## src/hw/rtl/assert_macros.svh

```systemverilog
`ifndef ASSERT_MACROS_SVH
`define ASSERT_MACROS_SVH

// same-cycle implication
`define CHK_SAME(label, ante, cons) \
    label: assert property (@(posedge clk) disable iff (!rst_n) (ante) |-> (cons)) \
        else $error("check failed");

// next-cycle implication
`define CHK_NEXT(label, ante, cons) \
    label: assert property (@(posedge clk) disable iff (!rst_n) (ante) |=> (cons)) \
        else $error("check failed");

`endif

```

## src/hw/rtl/bsp_pkg.sv

```systemverilog
package bsp_pkg;

    localparam int MAX_VERTICES = 64;
    localparam int MAX_EDGES    = 256;
    localparam int VTX_W        = 6;
    localparam int LEN_W        = 7;
    localparam int EADR_W       = 8;
    localparam int ECNT_W       = 9;

    localparam logic [1:0] OP_CLEAR = 2'd0;
    localparam logic [1:0] OP_ADD   = 2'd1;
    localparam logic [1:0] OP_QUERY = 2'd2;
    localparam logic [1:0] OP_NONE  = 2'd3;

    localparam logic [2:0] ST_VERTEX    = 3'd0;
    localparam logic [2:0] ST_BADV      = 3'd1;
    localparam logic [2:0] ST_NOPATH    = 3'd2;
    localparam logic [2:0] ST_NOTMULT   = 3'd3;
    localparam logic [2:0] ST_BADSTRIDE = 3'd4;
    localparam logic [2:0] ST_DONE      = 3'd5;
    localparam logic [2:0] ST_FULL      = 3'd6;

    typedef struct packed {
        logic [1:0] operation;
        logic [5:0] node_a;
        logic [5:0] node_b;
        logic [6:0] stride;
    } in_item_t;

    typedef struct packed {
        logic [2:0] status;
        logic [6:0] path_length;
        logic [5:0] path_vertex;
        logic       last;
    } out_item_t;

    typedef struct packed {
        logic       latch_item;
        logic       edge_clear;
        logic       edge_add;
        logic       clr_start;
        logic       clr_step;
        logic       init_q;
        logic       deq_rd;
        logic       e_rst;
        logic       edge_rd;
        logic       e_inc;
        logic       vis_rd;
        logic       visit_wr;
        logic       walk_start;
        logic       walk_step;
        logic       walk_load;
        logic       mod_start;
        logic       mod_step;
        logic       emit_start;
        logic       emit_rd;
        logic       emit_adv;
        logic       out_load;
        logic [2:0] out_status;
    } cmd_t;

    typedef struct packed {
        logic [1:0] op;
        logic       bad_vertex;
        logic       stride_zero;
        logic       full;
        logic       clr_done;
        logic       queue_empty;
        logic       u_is_dst;
        logic       edge_done;
        logic       cand_ok;
        logic       vis_free;
        logic       walk_done;
        logic       mod_ge;
        logic       mod_zero;
        logic       emit_last;
        logic       out_free;
    } sts_t;

endpackage

```

## src/hw/rtl/bsp_dp.sv

```systemverilog
module bsp_dp
    import bsp_pkg::*;
(
    input  logic      clk,
    input  logic      rst_n,
    input  in_item_t  in_item,
    input  logic      cfg_we,
    input  logic [6:0] cfg_data,
    input  cmd_t      cmd,
    output sts_t      sts,
    output logic      out_valid,
    input  logic      out_stall,
    output out_item_t out_item
);

    logic [1:0]        op_reg;
    logic [VTX_W-1:0]  a_reg;
    logic [VTX_W-1:0]  b_reg;
    logic [LEN_W-1:0]  k_reg;
    logic [6:0]        vcount_reg;
    logic [ECNT_W-1:0] edge_total_reg;
    logic [ECNT_W-1:0] e_reg;
    logic [VTX_W-1:0]  clr_reg;
    logic [LEN_W-1:0]  head_reg;
    logic [LEN_W-1:0]  tail_reg;
    logic [LEN_W-1:0]  len_reg;
    logic [LEN_W-1:0]  idx_reg;
    logic [VTX_W-1:0]  cur_reg;
    logic [LEN_W-1:0]  rem_reg;
    logic [7:0]        emit_reg;
    logic              out_valid_reg;
    out_item_t         out_reg;

    logic [11:0]              edge_mem [MAX_EDGES];
    logic                     vis_mem  [MAX_VERTICES];
    logic [VTX_W-1:0]         par_mem  [MAX_VERTICES];
    logic [LEN_W+VTX_W-1:0]   q_mem    [MAX_VERTICES];
    logic [VTX_W-1:0]         pb_mem   [MAX_VERTICES];

    logic [11:0]              edge_q;
    logic                     vis_q;
    logic [VTX_W-1:0]         par_q;
    logic [LEN_W+VTX_W-1:0]   q_q;
    logic [VTX_W-1:0]         pb_q;

    logic [6:0]        live_n;
    logic [VTX_W-1:0]  u;
    logic [LEN_W-1:0]  hop_u;
    logic [VTX_W-1:0]  ea;
    logic [VTX_W-1:0]  eb;
    logic              match_a;
    logic [VTX_W-1:0]  cand;
    logic [LEN_W-1:0]  idx_m1;
    logic              out_free;

    assign live_n  = (vcount_reg == 7'd0) ? 7'd1 :
                     (vcount_reg > 7'(MAX_VERTICES)) ? 7'(MAX_VERTICES) : vcount_reg;
    assign u       = q_q[VTX_W-1:0];
    assign hop_u   = q_q[LEN_W+VTX_W-1:VTX_W];
    assign ea      = edge_q[5:0];
    assign eb      = edge_q[11:6];
    assign match_a = (ea == u);
    assign cand    = match_a ? eb : ea;
    assign idx_m1  = idx_reg - 7'd1;
    assign out_free = !out_valid_reg || !out_stall;

    always_comb
    begin
        sts.op          = op_reg;
        sts.bad_vertex  = ({1'b0, a_reg} >= live_n) || ({1'b0, b_reg} >= live_n);
        sts.stride_zero = (k_reg == 7'd0);
        sts.full        = (edge_total_reg >= 9'(MAX_EDGES));
        sts.clr_done    = (clr_reg == 6'(MAX_VERTICES - 1));
        sts.queue_empty = (head_reg == tail_reg);
        sts.u_is_dst    = (u == b_reg);
        sts.edge_done   = (e_reg >= edge_total_reg);
        sts.cand_ok     = (match_a || (eb == u)) && ({1'b0, cand} < live_n);
        sts.vis_free    = !vis_q && (tail_reg < 7'(MAX_VERTICES));
        sts.walk_done   = (idx_reg == 7'd0);
        sts.mod_ge      = (rem_reg >= k_reg);
        sts.mod_zero    = (rem_reg == 7'd0);
        sts.emit_last   = ((emit_reg + {1'b0, k_reg}) >= {1'b0, len_reg});
        sts.out_free    = out_free;
    end

    always_ff @(posedge clk or negedge rst_n)
    begin
        if (!rst_n)
        begin
            vcount_reg     <= 7'(MAX_VERTICES);
            edge_total_reg <= '0;
            e_reg          <= '0;
            clr_reg        <= '0;
            head_reg       <= '0;
            tail_reg       <= '0;
            out_valid_reg  <= 1'b0;
        end
        else
        begin
            if (cfg_we)
                vcount_reg <= cfg_data;
            if (cmd.edge_clear)
                edge_total_reg <= '0;
            else if (cmd.edge_add)
                edge_total_reg <= edge_total_reg + 9'd1;
            if (cmd.e_rst)
                e_reg <= '0;
            else if (cmd.e_inc)
                e_reg <= e_reg + 9'd1;
            if (cmd.clr_start)
                clr_reg <= '0;
            else if (cmd.clr_step)
                clr_reg <= clr_reg + 6'd1;
            if (cmd.init_q)
            begin
                head_reg <= '0;
                tail_reg <= 7'd1;
            end
            else
            begin
                if (cmd.deq_rd)
                    head_reg <= head_reg + 7'd1;
                if (cmd.visit_wr)
                    tail_reg <= tail_reg + 7'd1;
            end
            if (cmd.out_load)
                out_valid_reg <= 1'b1;
            else if (!out_stall)
                out_valid_reg <= 1'b0;
        end
    end

    always_ff @(posedge clk)
    begin
        if (cmd.latch_item)
        begin
            op_reg <= in_item.operation;
            a_reg  <= in_item.node_a;
            b_reg  <= in_item.node_b;
            k_reg  <= in_item.stride;
        end
        if (cmd.walk_start)
        begin
            len_reg <= hop_u + 7'd1;
            idx_reg <= hop_u + 7'd1;
            cur_reg <= b_reg;
        end
        else
        begin
            if (cmd.walk_step)
                idx_reg <= idx_m1;
            if (cmd.walk_load)
                cur_reg <= par_q;
        end
        if (cmd.mod_start)
            rem_reg <= len_reg;
        else if (cmd.mod_step)
            rem_reg <= rem_reg - k_reg;
        if (cmd.emit_start)
            emit_reg <= '0;
        else if (cmd.emit_adv)
            emit_reg <= emit_reg + {1'b0, k_reg};
        if (cmd.out_load)
        begin
            out_reg.status      <= cmd.out_status;
            out_reg.path_length <= (cmd.out_status == ST_VERTEX ||
                                    cmd.out_status == ST_NOTMULT) ? len_reg : 7'd0;
            out_reg.path_vertex <= (cmd.out_status == ST_VERTEX) ? pb_q : 6'd0;
            out_reg.last        <= (cmd.out_status == ST_VERTEX) ? sts.emit_last : 1'b1;
        end
    end

    always_ff @(posedge clk)
    begin
        if (cmd.edge_add)
            edge_mem[edge_total_reg[EADR_W-1:0]] <= {b_reg, a_reg};
        if (cmd.edge_rd)
            edge_q <= edge_mem[e_reg[EADR_W-1:0]];
    end

    always_ff @(posedge clk)
    begin
        if (cmd.clr_step)
            vis_mem[clr_reg] <= 1'b0;
        else if (cmd.init_q)
            vis_mem[a_reg] <= 1'b1;
        else if (cmd.visit_wr)
            vis_mem[cand] <= 1'b1;
        if (cmd.vis_rd)
            vis_q <= vis_mem[cand];
    end

    always_ff @(posedge clk)
    begin
        if (cmd.init_q)
            par_mem[a_reg] <= a_reg;
        else if (cmd.visit_wr)
            par_mem[cand] <= u;
        if (cmd.walk_step)
            par_q <= par_mem[cur_reg];
    end

    always_ff @(posedge clk)
    begin
        if (cmd.init_q)
            q_mem[0] <= {7'd0, a_reg};
        else if (cmd.visit_wr)
            q_mem[tail_reg[VTX_W-1:0]] <= {hop_u + 7'd1, cand};
        if (cmd.deq_rd)
            q_q <= q_mem[head_reg[VTX_W-1:0]];
    end

    always_ff @(posedge clk)
    begin
        if (cmd.walk_step)
            pb_mem[idx_m1[VTX_W-1:0]] <= cur_reg;
        if (cmd.emit_rd)
            pb_q <= pb_mem[emit_reg[VTX_W-1:0]];
    end

    assign out_valid = out_valid_reg;
    assign out_item  = out_reg;

endmodule

```

## config.mk

```make
export PLATFORM = sky130hd
export DESIGN_NAME = bsp_dp
export DESIGN_NICKNAME = d
export VERILOG_FILES = /design/src/hw/rtl/assert_macros.svh /design/src/hw/rtl/bsp_pkg.sv /design/src/hw/rtl/bsp_dp.sv
export SDC_FILE = /design/constraint.sdc
export NUM_CORES = 2
export LEC_CHECK = 0
export BUFFER_PORTS_ARGS = -buffer_cell sky130_fd_sc_hd__buf_4
export CAP_MARGIN = 20
export CORE_MARGIN = 2
export CORE_UTILIZATION = 23
export DETAILED_ROUTE_END_ITERATION = 10
export PLACE_DENSITY_LB_ADDON = 0.1
export SYNTH_ARGS = -nofsm -noshare
export SYNTH_HDL_FRONTEND = slang
export SYNTH_MEMORY_MAX_BITS = 65536
export SYNTH_SLANG_ARGS = --single-unit
export TNS_END_PERCENT = 1
```

## constraint.sdc

```tcl
create_clock -name clk -period 8.6 [get_ports clk]
set_input_delay 0.43 -clock clk [delete_from_list [all_inputs] [get_ports clk]]
set_output_delay 0.43 -clock clk [all_outputs]
set_load 0.01 [all_outputs]
```

# Yosys cells after proc, flatten, opt, wreduce, memory -nomap -nowiden

Memories as Yosys holds them, arrays and structs flattened. A register that Yosys moved wholly into a read port is not among the register bits.
Cells that the tools add are included.

Bits of input ports: 56
Register bits after elaboration: 119
Memories kept: 5
Memory bits (writable): 4736

Add/subtract/negate cells: 9
Reductions and logical operators: 26
Multiplexer cells: 48
Order comparisons: 9
Eq/ne operators: 7

Memory list:

| name     | depth | width | read ports | clocked after Yosys merged registers in | wr ports | line         | source |
|---|---|---|---|---|---|---|---|
| edge_mem | 256   | 12    | 1          | 1                                       | 1        | bsp_dp.sv:34 | `logic [11:0] edge_mem [MAX_EDGES];` |
| q_mem    | 64    | 13    | 1          | 1                                       | 1        | bsp_dp.sv:37 | `logic [LEN_W+VTX_W-1:0] q_mem [MAX_VERTICES];` |
| par_mem  | 64    | 6     | 1          | 1                                       | 1        | bsp_dp.sv:36 | `logic [VTX_W-1:0] par_mem [MAX_VERTICES];` |
| pb_mem   | 64    | 6     | 1          | 1                                       | 1        | bsp_dp.sv:38 | `logic [VTX_W-1:0] pb_mem [MAX_VERTICES];` |
| vis_mem  | 64    | 1     | 1          | 1                                       | 1        | bsp_dp.sv:35 | `logic vis_mem [MAX_VERTICES];` |

Operators by type and width:

| operator                                              | count |
|---|---|
| two-way mux 7 bit                                     | 10 |
| two-way mux 6 bit                                     | 10 |
| two-way mux 9 bit                                     | 4 |
| zero test 7 bit                                       | 4 |
| two-way mux 1 bit                                     | 23 |
| adder 7 x 1 -> 7 bit (second input constant)          | 3 |
| adder 9 x 1 -> 9 bit (second input constant)          | 2 |
| equality test 6 bit                                   | 3 |
| nonzero test 2 bit                                    | 8 |
| >= comparator 6 x 7 -> 1 bit                          | 2 |
| two-way mux 13 bit                                    | 1 |
| OR reduction 13 bit                                   | 1 |
| >= comparator 9 bit                                   | 1 |
| >= comparator 9 bit (second input constant)           | 1 |
| adder 8 x 7 -> 8 bit                                  | 1 |
| >= comparator 8 x 7 -> 1 bit                          | 1 |
| equality test 7 bit                                   | 1 |
| >= comparator 7 bit                                   | 1 |
| greater-than comparator 7 bit (second input constant) | 1 |
| less-than comparator 6 x 7 -> 1 bit                   | 1 |
| less-than comparator 7 bit (second input constant)    | 1 |
| subtractor 7 x 1 -> 7 bit (second input constant)     | 1 |
| subtractor 7 bit                                      | 1 |
| adder 6 x 1 -> 6 bit (second input constant)          | 1 |
| other kinds (9)                                       | 16 |

# Depth between registers and ports, before layout

Word-level depth: 6
Depth in mapped cells: 15
Mapped depth without buffers: 12

# Worst setup path before layout

Ideal clock, no wire load.

Path kind: register to register
Start point: register a_reg[0]
End point: memory par_mem[0][0], data pin
Data required time: 7.898 ns
Library setup time: 0.702 ns
Setup slack: 1.585 ns
Arrival time: 6.313 ns
Buffers on the path: 0
Cell stages (with the launch flop): 3
Path through: edfxtp_1 > inv_1 > o21ai_0

Cells in the longest elaborated chain, start to end: 1

RTL lines:

| item                               | line          | source |
|---|---|---|
| from (decl)                        | bsp_dp.sv:17  | `logic [VTX_W-1:0] a_reg;` |
| from (signal assigned)             | bsp_dp.sv:138 | `a_reg <= in_item.node_a;` |
| two-way mux 6 bit (no source line) | -             |  |
| to (decl)                          | bsp_dp.sv:36  |  |

No other way between the ends.

==> results by stage <==
Global route:
- The total overflow left after global routing is 0.
- The first global-routing pass estimated 798 mm of wire.
- The via count of the first global-routing pass was 93300.
- Entering global routing, the biggest net connects 192 pins.
- The global routing usage summed across all routing layers is 0.135.
- The initial antenna violation count is 49.

Power and ir drop:
- The analysis attributes to cell leakage a power of 67.6 nW.
- The combinational power share is 0.080.
- Across the VDD grid, the largest voltage drop is 186 uV.
- Of the total power, the share spent switching nets is 0.233.
- The portion of total power attributed to the clock network is 0.431.
- The internal power contribution is 42.2 mW.
- In this run the power density over the cells is 243 nW/um^2.
- The share of total power dissipated in sequential elements is 0.489.
- The switching component of the power is 12.8 mW.

STA:
- For the final routed database, the setup TNS stands at 0 ns.
- The final number of max-transition violations came to 0.
- The slew at the pin with the worst max-slew slack is 1.33 ns.
- Across all hold checks on the routed design, the worst slack comes to 0.149 ns.
- Headroom to the max-slew limit came out at 0.115.
- The final clock period utilization by the worst path is 0.640.
- The setup-violating endpoint count in the final report is 0.
- The clock arrives with 0.0555 ns of skew.
- The number of hold-slack violations in the final timing report is 0.
- The post-layout minimum cycle time is 5.51 ns.
- The highest attainable clock frequency is 0.182 GHz.
- Setup repair after global routing left no endpoint under its margin.

Floorplanning:
- The total number of placement rows is 333.
- The area of the die is 833000 um^2.
- 90 I/O pins were placed.
- The starting density of the core is 0.231.
- The placeable core region is 822000 um^2.
- The die is 913 um wide.
- The die is 913 um tall.

Worst setup path:
- The endpoint required time on the critical path is 8.17 ns.
- The critical-path maximum fanout is 50.
- Walking the worst path, the cells encountered are buf_4 > ha_1 > a21o_1 > a21oi_1 > o21bai_1 > a21oi_1 > xnor2_1 > ha_1 > nor2b_1 > o21ai_0 > nand3b_1 > buf_4.
- For this run, the slowest stage of the critical path takes 0.89 ns.
- The cell type group with the largest total delay on the critical path is buffers and inverters.
- STA classifies the critical path endpoint as an output pin.
- For the worst setup path, the data arrival time is 5.08 ns.
- The number of buffer and inverter stages on the critical path is 2.
- The critical path's slowest cell is dfxtp_4.
- The critical path is of the flop to output pin type.
- STA classifies the critical path startpoint as a flop.

Clock network:
- The number of hold buffers added after CTS was 91.
- The CTS tree is yes.
- CTS placed an instance of clkbuf_16 at the clock tree root.
- Counting every sink on the clock net gives 4893.
- The number of gates given a new drive strength after cts is 0.
- The number of clock buffers inserted by TritonCTS is 582.
- The H-tree was split into 6 levels.
- The maximum clock path buffer count is 4.
- The clock transition time at the flip-flop clock pins of the worst setup and hold paths is 0.05 ns.
- The clock latency on the worst-skew pair is 1.07 ns.
- The number of buffers added for setup after CTS is 0.

Finish:
- Compared with the post-synthesis result, the final layout area differs by 19.3%.
- The final layout contains 9073 nets.
- The area of all placed cells without fillers is 227000 um^2.
- The layout cell share with drive strength beyond 1 is 0.325.
- The register with the most flip-flops in the layout has 3072 of them.

Synthesis:
- The cell area after technology mapping is 190000 um^2.
- The largest total area in the synthesized netlist belongs to edfxtp_1.
- After technology mapping, the gate count stands at 8180.
- The most frequently used flop master after synthesis is edfxtp_1.
- Of the post-synthesis cell area, the dominant cell type holds 0.765.
- The share of synthesized area occupied by flip-flops and latches is 0.772.
- The number of synthesized register bits is 4893.
- After synthesis, the netlist uses 57 different library cells.
- Counting every net in the synthesized netlist gives 8296.
- Counting flops with an async set or reset pin after synthesis yields a share of 0.00940.
- Yosys instantiated no cell more often than edfxtp_1.
- The number of enable flip-flop cells after synthesis is 4839.
- The commonest cells after synthesis are 4839 x edfxtp_1, 1533 x mux4_2, 609 x nor2_1.
- Yosys attributes the largest share of cell area to edfxtp_1 77%, mux4_2 18%, nor2_1 1.2%.
- The average cell area after synthesis is 23.2 um^2.
- The synthesis warning total is 0.

Placement:
- The post-DP HPWL is 344 mm.
- At the end of routability-driven placement, the weighted congestion stood at 0.719.
- The number of input and output port buffers inserted is 89.
- After detailed placement, the total cell area comes to 207000 um^2.

Drt:
- The routed length per placed instance is 28.4 um.
- The aggregate routed wire length is 577 mm.
- For this run, design rule violations remaining after detail routing come to 0.
- Across all layers, the routed design uses 87800 vias.
- In the routed layout, each cell is associated on average with a via count of 4.32.
- The number of detailed-routing iterations run before antenna repair is 6.
- The count of nets left with antenna violations after detail routing is 0.
- The first routing iteration left 7227 violations.

Worst hold path:
- In this run the worst hold path is classified as input port to flop.

Run:
- The total of max-cap violations is 0.

Outcome:
- The run finished with clean final reports.
power groups by stage:
stage               Combinational [mW]  Clock (mW)  Sequential [mW]
detailed placement                4.54           0             27.4
floorplan                         2.48           0             27.6
global route                      4.76        25.4             26.9
CTS                               4.59        24.6             26.9
global placement                  4.46           0             27.4
finish                            4.41        23.7             26.9
routing by layer:
metal	track usage	vias up	routed length, um	part of all wire
met3	0.0176	673	21100	0.037
li1	-	36300	-	-
met5	0	-	13	0.000023
met1	0.189	49000	264000	0.46
met2	0.226	1804	280000	0.49
met4	0.0257	2	11500	0.020
stage by stage:
step                      std cells  setup slack, ns   util  power (mW)
after CTS                     20300             2.89  0.275        56.1
after global routing          20300             2.84  0.275        57.1
after detailed placement      19200             3.17  0.252        32.0
after global placement        19100             3.14  0.251        31.9
final                         20300             3.09  0.275        55.0
after floorplan                8180             1.58      -        30.0
final timing paths:
path	endpoint	startpoint	slack (ns)	depth (start not counted)
max	sts[1]	emit_reg[1]	3.09	12
min reg2reg	out_item[1]	pb_q[0]	0.52	1
max reg2reg	edge_q[7]	e_reg[0]	3.49	7
max in group asynchronous	head_reg[1]	rst_n	7.14	3
min	emit_reg[1]	cmd[6]	0.15	3
min in group asynchronous	vcount_reg[4]	rst_n	0.33	3
logic make-up (layout without fill, tap and decap cells):
family          count (synthesis)  in the layout  share of synthesized area
other cells                     0             19                          0
compound gates                149            149                    0.00504
mux                          1589           1589                      0.185
buf+inv                       482           1709                     0.0102
simple gates                  932            932                     0.0203
flops                        4893           4893                      0.772
fa+ha+maj                      60             60                    0.00403
xor+xnor                       75             75                    0.00346
worst reg2reg max path: stages, from the launching register on:
cell and delay [ns]:
dfrtp_4 0.94, buf_4 0.74, buf_12 0.71, mux4_2 0.67
mux4_2 0.59, mux4_2 0.56, a22oi_1 0.52, nand2_1 0.11
cell type report:
type | count | area (um^2)
antenna | 19 | 47.5
clock buffer | 728 | 15500
clock inverter | 306 | 2690
fill | 80900 | 596000
inverter | 53 | 199
multi-input combinational | 2805 | 42000
sequential | 4893 | 147000
tap | 10900 | 13600
timing repair buffer | 622 | 5840
layout by cell type, fill, tap and decap left out, drive strengths merged, types with 19 or more instances in the layout:
cell type       n
o21ai          34
mux2i          43
nor2b          20
a22oi          30
xor2           36
nand2b         19
a21oi          35
ha             58
xnor2          39
nand3          39
dlygate4sd3    91
clkbuf        728
nand4          22
dfrtp          45
nand2         158
nor3           20
mux4         1533
inv            75
nor2          610
diode          19
buf           531
clkinv        245
bufinv         33
edfxtp       4839
Note: power is estimated with default switching activity, not from simulation.
