### src/hw/rtl/assert_macros.svh
`ifndef ASSERT_MACROS_SVH
`define ASSERT_MACROS_SVH

// same-cycle implication
`define CHK_SAME(label, ante, cons) \
    label: assert property (@(posedge clk) disable iff (!rst_n) (ante) |-> (cons)) \
        else $error("check failed");

// next-cycle implication
`define CHK_NEXT(label, ante, cons) \
    label: assert property (@(posedge clk) disable iff (!rst_n) (ante) |=> (cons)) \
        else $error("check failed");

`endif

### src/hw/rtl/bsp_pkg.sv
package bsp_pkg;

    localparam int MAX_VERTICES = 64;
    localparam int MAX_EDGES    = 256;
    localparam int VTX_W        = 6;
    localparam int LEN_W        = 7;
    localparam int EADR_W       = 8;
    localparam int ECNT_W       = 9;

    localparam logic [1:0] OP_CLEAR = 2'd0;
    localparam logic [1:0] OP_ADD   = 2'd1;
    localparam logic [1:0] OP_QUERY = 2'd2;
    localparam logic [1:0] OP_NONE  = 2'd3;

    localparam logic [2:0] ST_VERTEX    = 3'd0;
    localparam logic [2:0] ST_BADV      = 3'd1;
    localparam logic [2:0] ST_NOPATH    = 3'd2;
    localparam logic [2:0] ST_NOTMULT   = 3'd3;
    localparam logic [2:0] ST_BADSTRIDE = 3'd4;
    localparam logic [2:0] ST_DONE      = 3'd5;
    localparam logic [2:0] ST_FULL      = 3'd6;

    typedef struct packed {
        logic [1:0] operation;
        logic [5:0] node_a;
        logic [5:0] node_b;
        logic [6:0] stride;
    } in_item_t;

    typedef struct packed {
        logic [2:0] status;
        logic [6:0] path_length;
        logic [5:0] path_vertex;
        logic       last;
    } out_item_t;

    typedef struct packed {
        logic       latch_item;
        logic       edge_clear;
        logic       edge_add;
        logic       clr_start;
        logic       clr_step;
        logic       init_q;
        logic       deq_rd;
        logic       e_rst;
        logic       edge_rd;
        logic       e_inc;
        logic       vis_rd;
        logic       visit_wr;
        logic       walk_start;
        logic       walk_step;
        logic       walk_load;
        logic       mod_start;
        logic       mod_step;
        logic       emit_start;
        logic       emit_rd;
        logic       emit_adv;
        logic       out_load;
        logic [2:0] out_status;
    } cmd_t;

    typedef struct packed {
        logic [1:0] op;
        logic       bad_vertex;
        logic       stride_zero;
        logic       full;
        logic       clr_done;
        logic       queue_empty;
        logic       u_is_dst;
        logic       edge_done;
        logic       cand_ok;
        logic       vis_free;
        logic       walk_done;
        logic       mod_ge;
        logic       mod_zero;
        logic       emit_last;
        logic       out_free;
    } sts_t;

endpackage

### src/hw/rtl/bsp_ctrl.sv
module bsp_ctrl
    import bsp_pkg::*;
(
    input  logic clk,
    input  logic rst_n,
    input  logic in_valid,
    output logic in_stall,
    input  sts_t sts,
    output cmd_t cmd
);

    localparam logic [3:0] S_IDLE    = 4'd0;
    localparam logic [3:0] S_DECODE  = 4'd1;
    localparam logic [3:0] S_CLEAR   = 4'd2;
    localparam logic [3:0] S_INIT    = 4'd3;
    localparam logic [3:0] S_DEQ     = 4'd4;
    localparam logic [3:0] S_DEQ_CHK = 4'd5;
    localparam logic [3:0] S_EDGE_RD = 4'd6;
    localparam logic [3:0] S_EDGE_CK = 4'd7;
    localparam logic [3:0] S_VIS_CK  = 4'd8;
    localparam logic [3:0] S_NOPATH  = 4'd9;
    localparam logic [3:0] S_WALK    = 4'd10;
    localparam logic [3:0] S_WALK_LD = 4'd11;
    localparam logic [3:0] S_MOD     = 4'd12;
    localparam logic [3:0] S_NOTMULT = 4'd13;
    localparam logic [3:0] S_EM_RD   = 4'd14;
    localparam logic [3:0] S_EM_OUT  = 4'd15;

    logic [3:0] state_reg;
    logic [3:0] state_next;

    assign in_stall = (state_reg != S_IDLE);

    always_ff @(posedge clk or negedge rst_n)
    begin
        if (!rst_n)
            state_reg <= S_IDLE;
        else
            state_reg <= state_next;
    end

    always_comb
    begin
        cmd        = '0;
        state_next = state_reg;
        unique case (state_reg)
            S_IDLE:
            begin
                if (in_valid)
                begin
                    cmd.latch_item = 1'b1;
                    state_next     = S_DECODE;
                end
            end
            S_DECODE:
            begin
                unique case (sts.op)
                    OP_CLEAR:
                    begin
                        if (sts.out_free)
                        begin
                            cmd.edge_clear = 1'b1;
                            cmd.out_load   = 1'b1;
                            cmd.out_status = ST_DONE;
                            state_next     = S_IDLE;
                        end
                    end
                    OP_ADD:
                    begin
                        if (sts.out_free)
                        begin
                            cmd.out_load = 1'b1;
                            state_next   = S_IDLE;
                            priority if (sts.bad_vertex)
                                cmd.out_status = ST_BADV;
                            else if (sts.full)
                                cmd.out_status = ST_FULL;
                            else
                            begin
                                cmd.edge_add   = 1'b1;
                                cmd.out_status = ST_DONE;
                            end
                        end
                    end
                    OP_QUERY:
                    begin
                        priority if (sts.bad_vertex || sts.stride_zero)
                        begin
                            if (sts.out_free)
                            begin
                                cmd.out_load   = 1'b1;
                                cmd.out_status = sts.bad_vertex ? ST_BADV : ST_BADSTRIDE;
                                state_next     = S_IDLE;
                            end
                        end
                        else
                        begin
                            cmd.clr_start = 1'b1;
                            state_next    = S_CLEAR;
                        end
                    end
                    OP_NONE:
                        state_next = S_IDLE;
                    default:
                        state_next = S_IDLE;
                endcase
            end
            S_CLEAR:
            begin
                cmd.clr_step = 1'b1;
                if (sts.clr_done)
                    state_next = S_INIT;
            end
            S_INIT:
            begin
                cmd.init_q = 1'b1;
                state_next = S_DEQ;
            end
            S_DEQ:
            begin
                if (sts.queue_empty)
                    state_next = S_NOPATH;
                else
                begin
                    cmd.deq_rd = 1'b1;
                    state_next = S_DEQ_CHK;
                end
            end
            S_DEQ_CHK:
            begin
                if (sts.u_is_dst)
                begin
                    cmd.walk_start = 1'b1;
                    state_next     = S_WALK;
                end
                else
                begin
                    cmd.e_rst  = 1'b1;
                    state_next = S_EDGE_RD;
                end
            end
            S_EDGE_RD:
            begin
                if (sts.edge_done)
                    state_next = S_DEQ;
                else
                begin
                    cmd.edge_rd = 1'b1;
                    state_next  = S_EDGE_CK;
                end
            end
            S_EDGE_CK:
            begin
                cmd.e_inc = 1'b1;
                if (sts.cand_ok)
                begin
                    cmd.vis_rd = 1'b1;
                    state_next = S_VIS_CK;
                end
                else
                    state_next = S_EDGE_RD;
            end
            S_VIS_CK:
            begin
                cmd.visit_wr = sts.vis_free;
                state_next   = S_EDGE_RD;
            end
            S_NOPATH:
            begin
                if (sts.out_free)
                begin
                    cmd.out_load   = 1'b1;
                    cmd.out_status = ST_NOPATH;
                    state_next     = S_IDLE;
                end
            end
            S_WALK:
            begin
                if (sts.walk_done)
                begin
                    cmd.mod_start = 1'b1;
                    state_next    = S_MOD;
                end
                else
                begin
                    cmd.walk_step = 1'b1;
                    state_next    = S_WALK_LD;
                end
            end
            S_WALK_LD:
            begin
                cmd.walk_load = 1'b1;
                state_next    = S_WALK;
            end
            S_MOD:
            begin
                priority if (sts.mod_ge)
                    cmd.mod_step = 1'b1;
                else if (sts.mod_zero)
                begin
                    cmd.emit_start = 1'b1;
                    state_next     = S_EM_RD;
                end
                else
                    state_next = S_NOTMULT;
            end
            S_NOTMULT:
            begin
                if (sts.out_free)
                begin
                    cmd.out_load   = 1'b1;
                    cmd.out_status = ST_NOTMULT;
                    state_next     = S_IDLE;
                end
            end
            S_EM_RD:
            begin
                cmd.emit_rd = 1'b1;
                state_next  = S_EM_OUT;
            end
            S_EM_OUT:
            begin
                if (sts.out_free)
                begin
                    cmd.out_load   = 1'b1;
                    cmd.out_status = ST_VERTEX;
                    cmd.emit_adv   = 1'b1;
                    state_next     = sts.emit_last ? S_IDLE : S_EM_RD;
                end
            end
            default:
                state_next = S_IDLE;
        endcase
    end

endmodule

### config.mk
export PLATFORM = sky130hd
export DESIGN_NAME = bsp_ctrl
export DESIGN_NICKNAME = d
export VERILOG_FILES = /design/src/hw/rtl/assert_macros.svh /design/src/hw/rtl/bsp_pkg.sv /design/src/hw/rtl/bsp_ctrl.sv
export SDC_FILE = /design/constraint.sdc
export NUM_CORES = 1
export LEC_CHECK = 0
export ABC_AREA = 1
export BUFFER_PORTS_ARGS = -buffer_cell sky130_fd_sc_hd__buf_2
export CAP_MARGIN = 20
export CORE_AREA = 5 5 47 49
export CTS_CLUSTER_SIZE = 30
export DETAILED_ROUTE_END_ITERATION = 16
export DIE_AREA = 0 0 52 54
export PLACE_DENSITY = 0.79
export SLEW_MARGIN = 30
export SYNTH_ARGS = -nofsm -noshare
export SYNTH_HDL_FRONTEND = slang
export SYNTH_SLANG_ARGS = --single-unit
### constraint.sdc
create_clock -name clk -period 3.2 [get_ports clk]
set_clock_uncertainty 0.05 [all_clocks]
set_input_delay 0.64 -clock clk [delete_from_list [all_inputs] [get_ports clk]]
set_output_delay 0.64 -clock clk [all_outputs]
set_load 0.05 [all_outputs]
* Yosys cells after proc, flatten, opt, wreduce, memory -nomap -nowiden
Index checks and enable logic that the tools add are counted.
Widths: inputs -> output; s select.
** Storage, ports and cells
- Register bits :: 4
- Output and inout port bits :: 25
- Input bits :: 19
- Word-level logic and storage cells :: 92
** Operators by class
- Muxes and demuxes :: 62
- Eq/ne operators :: 22
- Reduce and logical (&&, ||, !) cells :: 7
** Operators with widths (number)
- $mux 4 :: 16
- $pmux 4 s15 :: 1
- $eq 4x4->1 const B :: 8
- $mux 1 :: 32
- $pmux 4 s3 :: 2
- $eq 4x3->1 const B :: 4
- $pmux 4 s4 :: 1
- $mux 3 :: 4
- $mux 2 :: 5
- $eq 4x2->1 const B :: 2
- $ne 2x2->1 const B :: 4
- $mux 5 :: 1
- $eq 2x2->1 const B :: 2
- $eq 4x1->1 const B :: 1
- $logic_not 4->1 :: 1
- $reduce_and 4->1 :: 1
- $reduce_bool 4->1 :: 1
- $reduce_or 2->1 :: 2
- $eq 2x1->1 const B :: 1
- $logic_not 2->1 :: 1
- $logic_or 1x1->1 :: 1

* Depth between registers and ports, before layout
Gate-level depths: netlist of the first run.
- Depth in word-level cells :: 5
- Mapped depth :: 10
- Mapped depth without buffers :: 10

* Worst setup path after synthesis of the first run
No wires, ideal clock.
- Path kind :: input -> output
- Start point :: input sts[14] (netlist name)
- End point :: output cmd[21] (netlist name)
- Stages on the path :: 4
- Setup slack :: 0.211 ns
- Data required time :: 2.510 ns
- Buffers on the path :: 0
- Arrival :: 2.299 ns
- Cell sequence :: inv_1 > nor2_1 > nand2_1 > nor4_1
** RTL lines
- from (decl) :: line bsp_ctrl.sv:8 : input sts_t sts,
- to (decl) :: line bsp_ctrl.sv:9 : output cmd_t cmd

==> impl_metrics.tcl, run 1 <==
set metrics [dict create \
    die-area_sq_mm 0.00281 \
    irDropWorstVdd_mv 0.552 \
    start_util_pct 40.7 \
    final_cell_area_sq_mm 0.00101 \
    synthTopCellsByArea "nand2_1 (23%), inv_1 (18%), dfrtp_1 (13%)" \
    p_switching_mw 0.479 \
    synth_mux_area_share_pct 0 \
    drt_pass1_iterations 5 \
    cts_root_buf "clkbuf_4" \
    antennaDiodeCount 0 \
    rsz0062_at_grt "false" \
    synth_top_area_cell "nand2_1" \
    tightestPinTransition_ns 0.322 \
    synth-compound-area-share_pct 9.95 \
    fp.dieW_um 52 \
    slowest_stage "dfrtp_1" \
    comb_power_share_pct 76.1 \
    p_per_area_mw_per_mm2 732 \
    crit_fanout 7 \
    die_h_um 54 \
    synth_top_family_by_area "simple AND/OR/NAND/NOR gates" \
    io_buffers 43 \
    netlist.area_leader.share_pct 23.3 \
    yosysSeqAreaShare_pct 13.5 \
    status "finished clean" \
    nNetsFinal 217 \
    hold_class "in2async" \
    dp_hpwl_um 1910 \
    place.gp.congestion 0.894 \
    setup_violations 0 \
    cts_sinks 4 \
    finalHoldViolCount 0 \
    syn_area_per_cell_sq_um 4.95 \
    syn_to_final_growth_pct 36.6 \
    largest_reg_flops 4 \
    coreArea_sq_mm 0.00182 \
    cp.buffers_inverters 2 \
    period_minus_slack_ns 2.48 \
    cts_made_buffers 3 \
    cp.required_ns 2.51 \
    worstPathCellList "nor2_2 > nand2_1 > inv_1 > nand4_1 > a211oi_1 > buf_2" \
    ctsResizeCount 0 \
    via_count 1031 \
    grt_pass1_wl_um 3640 \
    p_sw_share_pct 64.6 \
    report.final.slew_viol_count 0 \
    viasPerCell 4.62 \
    cts_tree "built" \
    clkTransAtPathRegs_ns 0.04 \
    fin_setup_tns_ns 0 \
    synthXorXnorAreaFrac_pct 0 \
    fin_crit_sh_pct 77.6 \
    grt-ovfl-total 0 \
    drive_gt1_share_pct 29.1 \
    synth_cell_type_count 19 \
    clk_latency_ns 0.23 \
    ant_nets 0 \
    max_slew_margin_pct 78.5 \
    ys_ff_latch 4 \
    drv_cap 0 \
    place_area_sq_um 991 \
    synth_fp_nets 169 \
    cts_setup_buffers 0 \
    cts_buffer_depth 2 \
    yosys.area_share.simple_pct 58.3 \
    slowest_delay_ns 0.45 \
    start_kind "register" \
    drt_iter0_markers 26 \
    ys_warn_count 0 \
    synthAdderAreaFrac_pct 0 \
    drc 0 \
    grtUsageTotal_pct 16.7 \
    path_delay_family "simple AND/OR/NAND/NOR gates" \
    end_kind "output pin" \
    max_freq_ghz 0.403 \
    antenna_found_initial 0 \
    power.share.sequential_pct 15.7 \
    synthCells 150 \
    postCtsHoldBufs 0 \
    path_class "reg2out" \
    wl_per_cell_um 9.81 \
    p_int_mw 0.262 \
    arrival_ns 1.79 \
    synth_area_sq_um 742 \
    grt_max_degree 9 \
    fp-row-count 16 \
    grt_pass1_vias 915 \
    drt_wl_total_um 2190 \
    io_pins 44 \
    p_leak_nw 0.745 \
    clockPowerShare_pct 8.1 \
    h-tree-depth 1 \
]
-- power groups by stage --
stage / Sequential, mW / Combinational, mW / Clock [mW]
2_1_floorplan: 0.106 / 0.443 / 0
3_3_place_gp: 0.115 / 0.558 / 0
3_5_place_dp: 0.116 / 0.567 / 0
4_1_cts: 0.115 / 0.568 / 0.0647
5_1_grt: 0.119 / 0.634 / 0.0665
6_report: 0.117 / 0.565 / 0.0604
-- through the flow --
| step | util, % | hold WS [ns] | worst slack [ns] | instances | total power, mW |
|---|---|---|---|---|---|
| after floorplan | - | 0.294 | 0.211 | 150 | 0.549 |
| after global placement | 54.4 | 0.393 | 0.931 | 220 | 0.673 |
| after detailed placement | 54.4 | 0.397 | 0.912 | 220 | 0.682 |
| after CTS | 55.6 | 0.146 | 0.720 | 223 | 0.748 |
| after global routing | 55.6 | 0.151 | 0.544 | 223 | 0.819 |
| final | 55.6 | 0.154 | 0.717 | 223 | 0.742 |
-- cell usage in the layout, fill, tap and decap left out, drive strengths merged --
master and count:
a211oi 1, a21oi 3, buf 43, clkbuf 3, dfrtp 4, inv 36, nand2 47, nand3 15
nand3b 2, nand4 1, nor2 29, nor3 3, nor4 1, o211ai 1, o21ai 6, o22ai 1
-- logic make-up (layout without fill, tap and decap cells) --
group / count (synthesis) / count (layout)
and+or+nand+nor: 98 / 98
AOI/OAI and AO/OA: 12 / 12
buffers and inverters: 36 / 82
DFF: 4 / 4
-- area by class of cell --
type,instances,area (sq um)
Fill cell,195,808
Sequential cell,4,100
Inverter,36,135
Clock buffer,3,22.5
Tap cell,27,33.8
Timing Repair Buffer,43,215
Multi-Input combinational cell,110,507
-- per-layer routing --
layer | up-vias | part of all wire [%] | track usage [%] | routed length (um)
li1 | 553 | - | - | -
met1 | 453 | 43 | 20.4 | 936
met4 | 0 | 0 | 7.42 | 0
met5 | - | 0 | 0 | 0
met2 | 25 | 53 | 29.9 | 1160
met3 | 0 | 4.2 | 1.11 | 92
-- path summary, 6_finish.rpt --
kind                                          startpoint                       end  slack [ns]  depth (start not counted)
max in group asynchronous                          rst_n  state_reg[1]$_DFFE_PN0P_        2.83                          1
worst min-delay path                               rst_n  state_reg[3]$_DFFE_PN0P_        0.15                          1
worst max register to register  state_reg[1]$_DFFE_PN0P_  state_reg[1]$_DFFE_PN0P_        1.69                          6
worst max-delay path            state_reg[3]$_DFFE_PN0P_                    cmd[2]        0.72                          6
min in group clk                state_reg[0]$_DFFE_PN0P_  state_reg[0]$_DFFE_PN0P_        0.54                          2
worst min register to register  state_reg[0]$_DFFE_PN0P_  state_reg[0]$_DFFE_PN0P_        0.54                          2
-- synthesized netlist by cell type --
cell type  instances
a211oi_1           1
a21oi_1            3
dfrtp_1            4
inv_1             35
inv_2              1
nand2_1           46
nand2_2            1
nand3_1           15
nand3b_1           2
nand4_1            1
nor2_1            22
nor2_2             5
nor2_4             2
nor3_1             3
nor4_1             1
o211ai_1           1
o21ai_0            4
o21ai_2            2
o22ai_1            1
Note: power is estimated with default switching activity, not from simulation.
==> run 2, diff against run 1 <==
- CORE_AREA: 5 5 47 49 -> 5 5 50 52
- DIE_AREA: 0 0 52 54 -> 0 0 55 57
- PLACE_DENSITY: 0.79 -> 0.73
- clock period: 3.2 -> 2.1 ns (I/O delays scaled with it)
==> run 2 against run 1 <==
  * Sequential share of layout area down 0.73 points
  * First-iteration DRC count decreased by 7.7%
  * Non-clock buffer count rose by 6
  * Critical path depth rose by 1
  * Utilization decreased by 1.9 points
  * Largest cell class unchanged
==> impl_metrics.tcl, run 2 (synthesized netlist as in run 1, its figures left out) <==
set metrics [dict create \
    grt-ovfl-total 0 \
    coreArea_sq_mm 0.00206 \
    slowest_stage "dfrtp_2" \
    irDropWorstVdd_mv 0.687 \
    fin_setup_tns_ns 0 \
    h-tree-depth 1 \
    grt_pass1_vias 935 \
    io_buffers 43 \
    r2r_slack_ns 0.58 \
    drc 0 \
    start_util_pct 36.0 \
    p_sw_share_pct 61.8 \
    cp.required_ns 1.63 \
    cts_made_buffers 3 \
    cts_sinks 4 \
    fp-row-count 17 \
    antenna_found_initial 0 \
    cts_buffer_depth 2 \
    final_cell_mix "nand2_1 (46), buf_2 (40), inv_1 (35)" \
    p_switching_mw 0.761 \
    tightestPinTransition_ns 0.299 \
    syn_to_final_growth_pct 49.4 \
    ant_nets 0 \
    p_int_mw 0.471 \
    worstReg2RegEnd "state_reg[0]$_DFFE_PN0P_" \
    cts_tree "built" \
    fin_crit_sh_pct 96.7 \
    finalHoldViolCount 0 \
    comb_power_share_pct 78.3 \
    regToRegStartpoint "state_reg[0]$_DFFE_PN0P_" \
    wl_per_cell_um 9.85 \
    clk_latency_ns 0.23 \
    final_common_cell "nand2_1" \
    fp.dieW_um 55 \
    drv_cap 0 \
    rsz0062_at_grt "true" \
    power.share.sequential_pct 14.3 \
    report.final.slew_viol_count 0 \
    p_per_area_mw_per_mm2 1110 \
    max_freq_ghz 0.493 \
    crit_fanout 5 \
    grt_max_degree 9 \
    setup_violations 0 \
    grt_pass1_wl_um 3680 \
    place.gp.congestion 0.866 \
    path_class "reg2out" \
    start_kind "register" \
    io_pins 44 \
    final_cell_area_sq_mm 0.00111 \
    die-area_sq_mm 0.00314 \
    largest_reg_flops 4 \
    drt_pass1_iterations 4 \
    dp_hpwl_um 1930 \
    end_kind "output pin" \
    hold_class "in2async" \
    drive_gt1_share_pct 34.2 \
    p_leak_nw 0.773 \
    place_area_sq_mm 0.00105 \
    worstPathCellList "inv_1 > nor2_4 > nand2_1 > inv_1 > nand4_1 > a211oi_4 > buf_6" \
    antennaDiodeCount 0 \
    slowest_delay_ns 0.39 \
    clkTransAtPathRegs_ns 0.04 \
    cts_root_buf "clkbuf_4" \
    grtUsageTotal_pct 14.8 \
    drt_wl_total_um 2270 \
    max_slew_margin_pct 80.0 \
    status "finished clean" \
    die_h_um 57 \
    drt_iter0_markers 24 \
    whs_ns 0.486 \
    clockPowerShare_pct 7.4 \
    crit_top_cell "inv_1" \
    nNetsFinal 223 \
    viasPerCell 4.60 \
    r2r_cells 9 \
    via_count 1058 \
    period_minus_slack_ns 2.03 \
    arrival_ns 1.56 \
]
-- run 2: metal layers --
metal  up-vias  wire (um)  GRT usage (%)
met1       466        945           19.2
met2        28       1200           25.7
met5         -          0              0
met3         0        123           1.83
li1        564          -              -
met4         0          0           3.13
-- run 2: power groups by stage --
stage | clock network [mW] | logic (mW) | registers, mW
after floorplan | 0 | 0.696 | 0.161
after global placement | 0 | 0.924 | 0.175
after detailed placement | 0 | 0.919 | 0.173
after CTS | 0.0966 | 0.924 | 0.172
after global routing | 0.103 | 1.07 | 0.182
final | 0.0908 | 0.965 | 0.176
-- run 2: stage by stage --
step | instances | power [mW] | setup slack, ns | util, %
6_report | 230 | 1.23 | 0.0702 | 53.7
5_1_grt | 230 | 1.35 | -0.0482 | 53.7
4_1_cts | 228 | 1.19 | 0.0101 | 52.7
3_5_place_dp | 224 | 1.09 | 0.182 | 50.7
3_3_place_gp | 224 | 1.10 | 0.223 | 50.7
2_1_floorplan | 150 | 0.857 | -0.105 | -
-- run 2: final cells by class --
type                       instances  area, sq um
clock buffer                       3         22.5
fill                             236          955
inverter                          36          135
multi-input combinational        110          541
sequential                         4          101
tap                               28         35.0
timing repair buffer              49          274
-- run 2: worst max path at each step --
stage                                   from       to  slack (ns)  depth (start not counted)
floorplan           state_reg[3]$_DFFE_PN0P_  cmd[21]       -0.10                          3
global placement                      sts[0]   cmd[2]        0.22                          6
detailed placement  state_reg[0]$_DFFE_PN0P_   cmd[2]        0.18                          7
CTS                 state_reg[0]$_DFFE_PN0P_  cmd[21]        0.01                          6
global route        state_reg[0]$_DFFE_PN0P_   cmd[2]       -0.05                          7
finish              state_reg[0]$_DFFE_PN0P_   cmd[2]        0.07                          7
-- run 2: what timing repair did --
item / in CTS / in global routing
hold buffers: 1 / 0
setup buffers: 0 / 2
endpoints found under the hold margin: 4 / 0
pin swaps: 0 / 1
resized for setup: 3 / 3
setup endpoints to repair: 2 / 12
-- run 2: worst max-delay path, delay by kind of cell (launching register included) --
family,cells,cell delay (ns)
compound gates,1,0.21
simple gates,3,0.38
buf+inv,3,0.35
flops,1,0.39
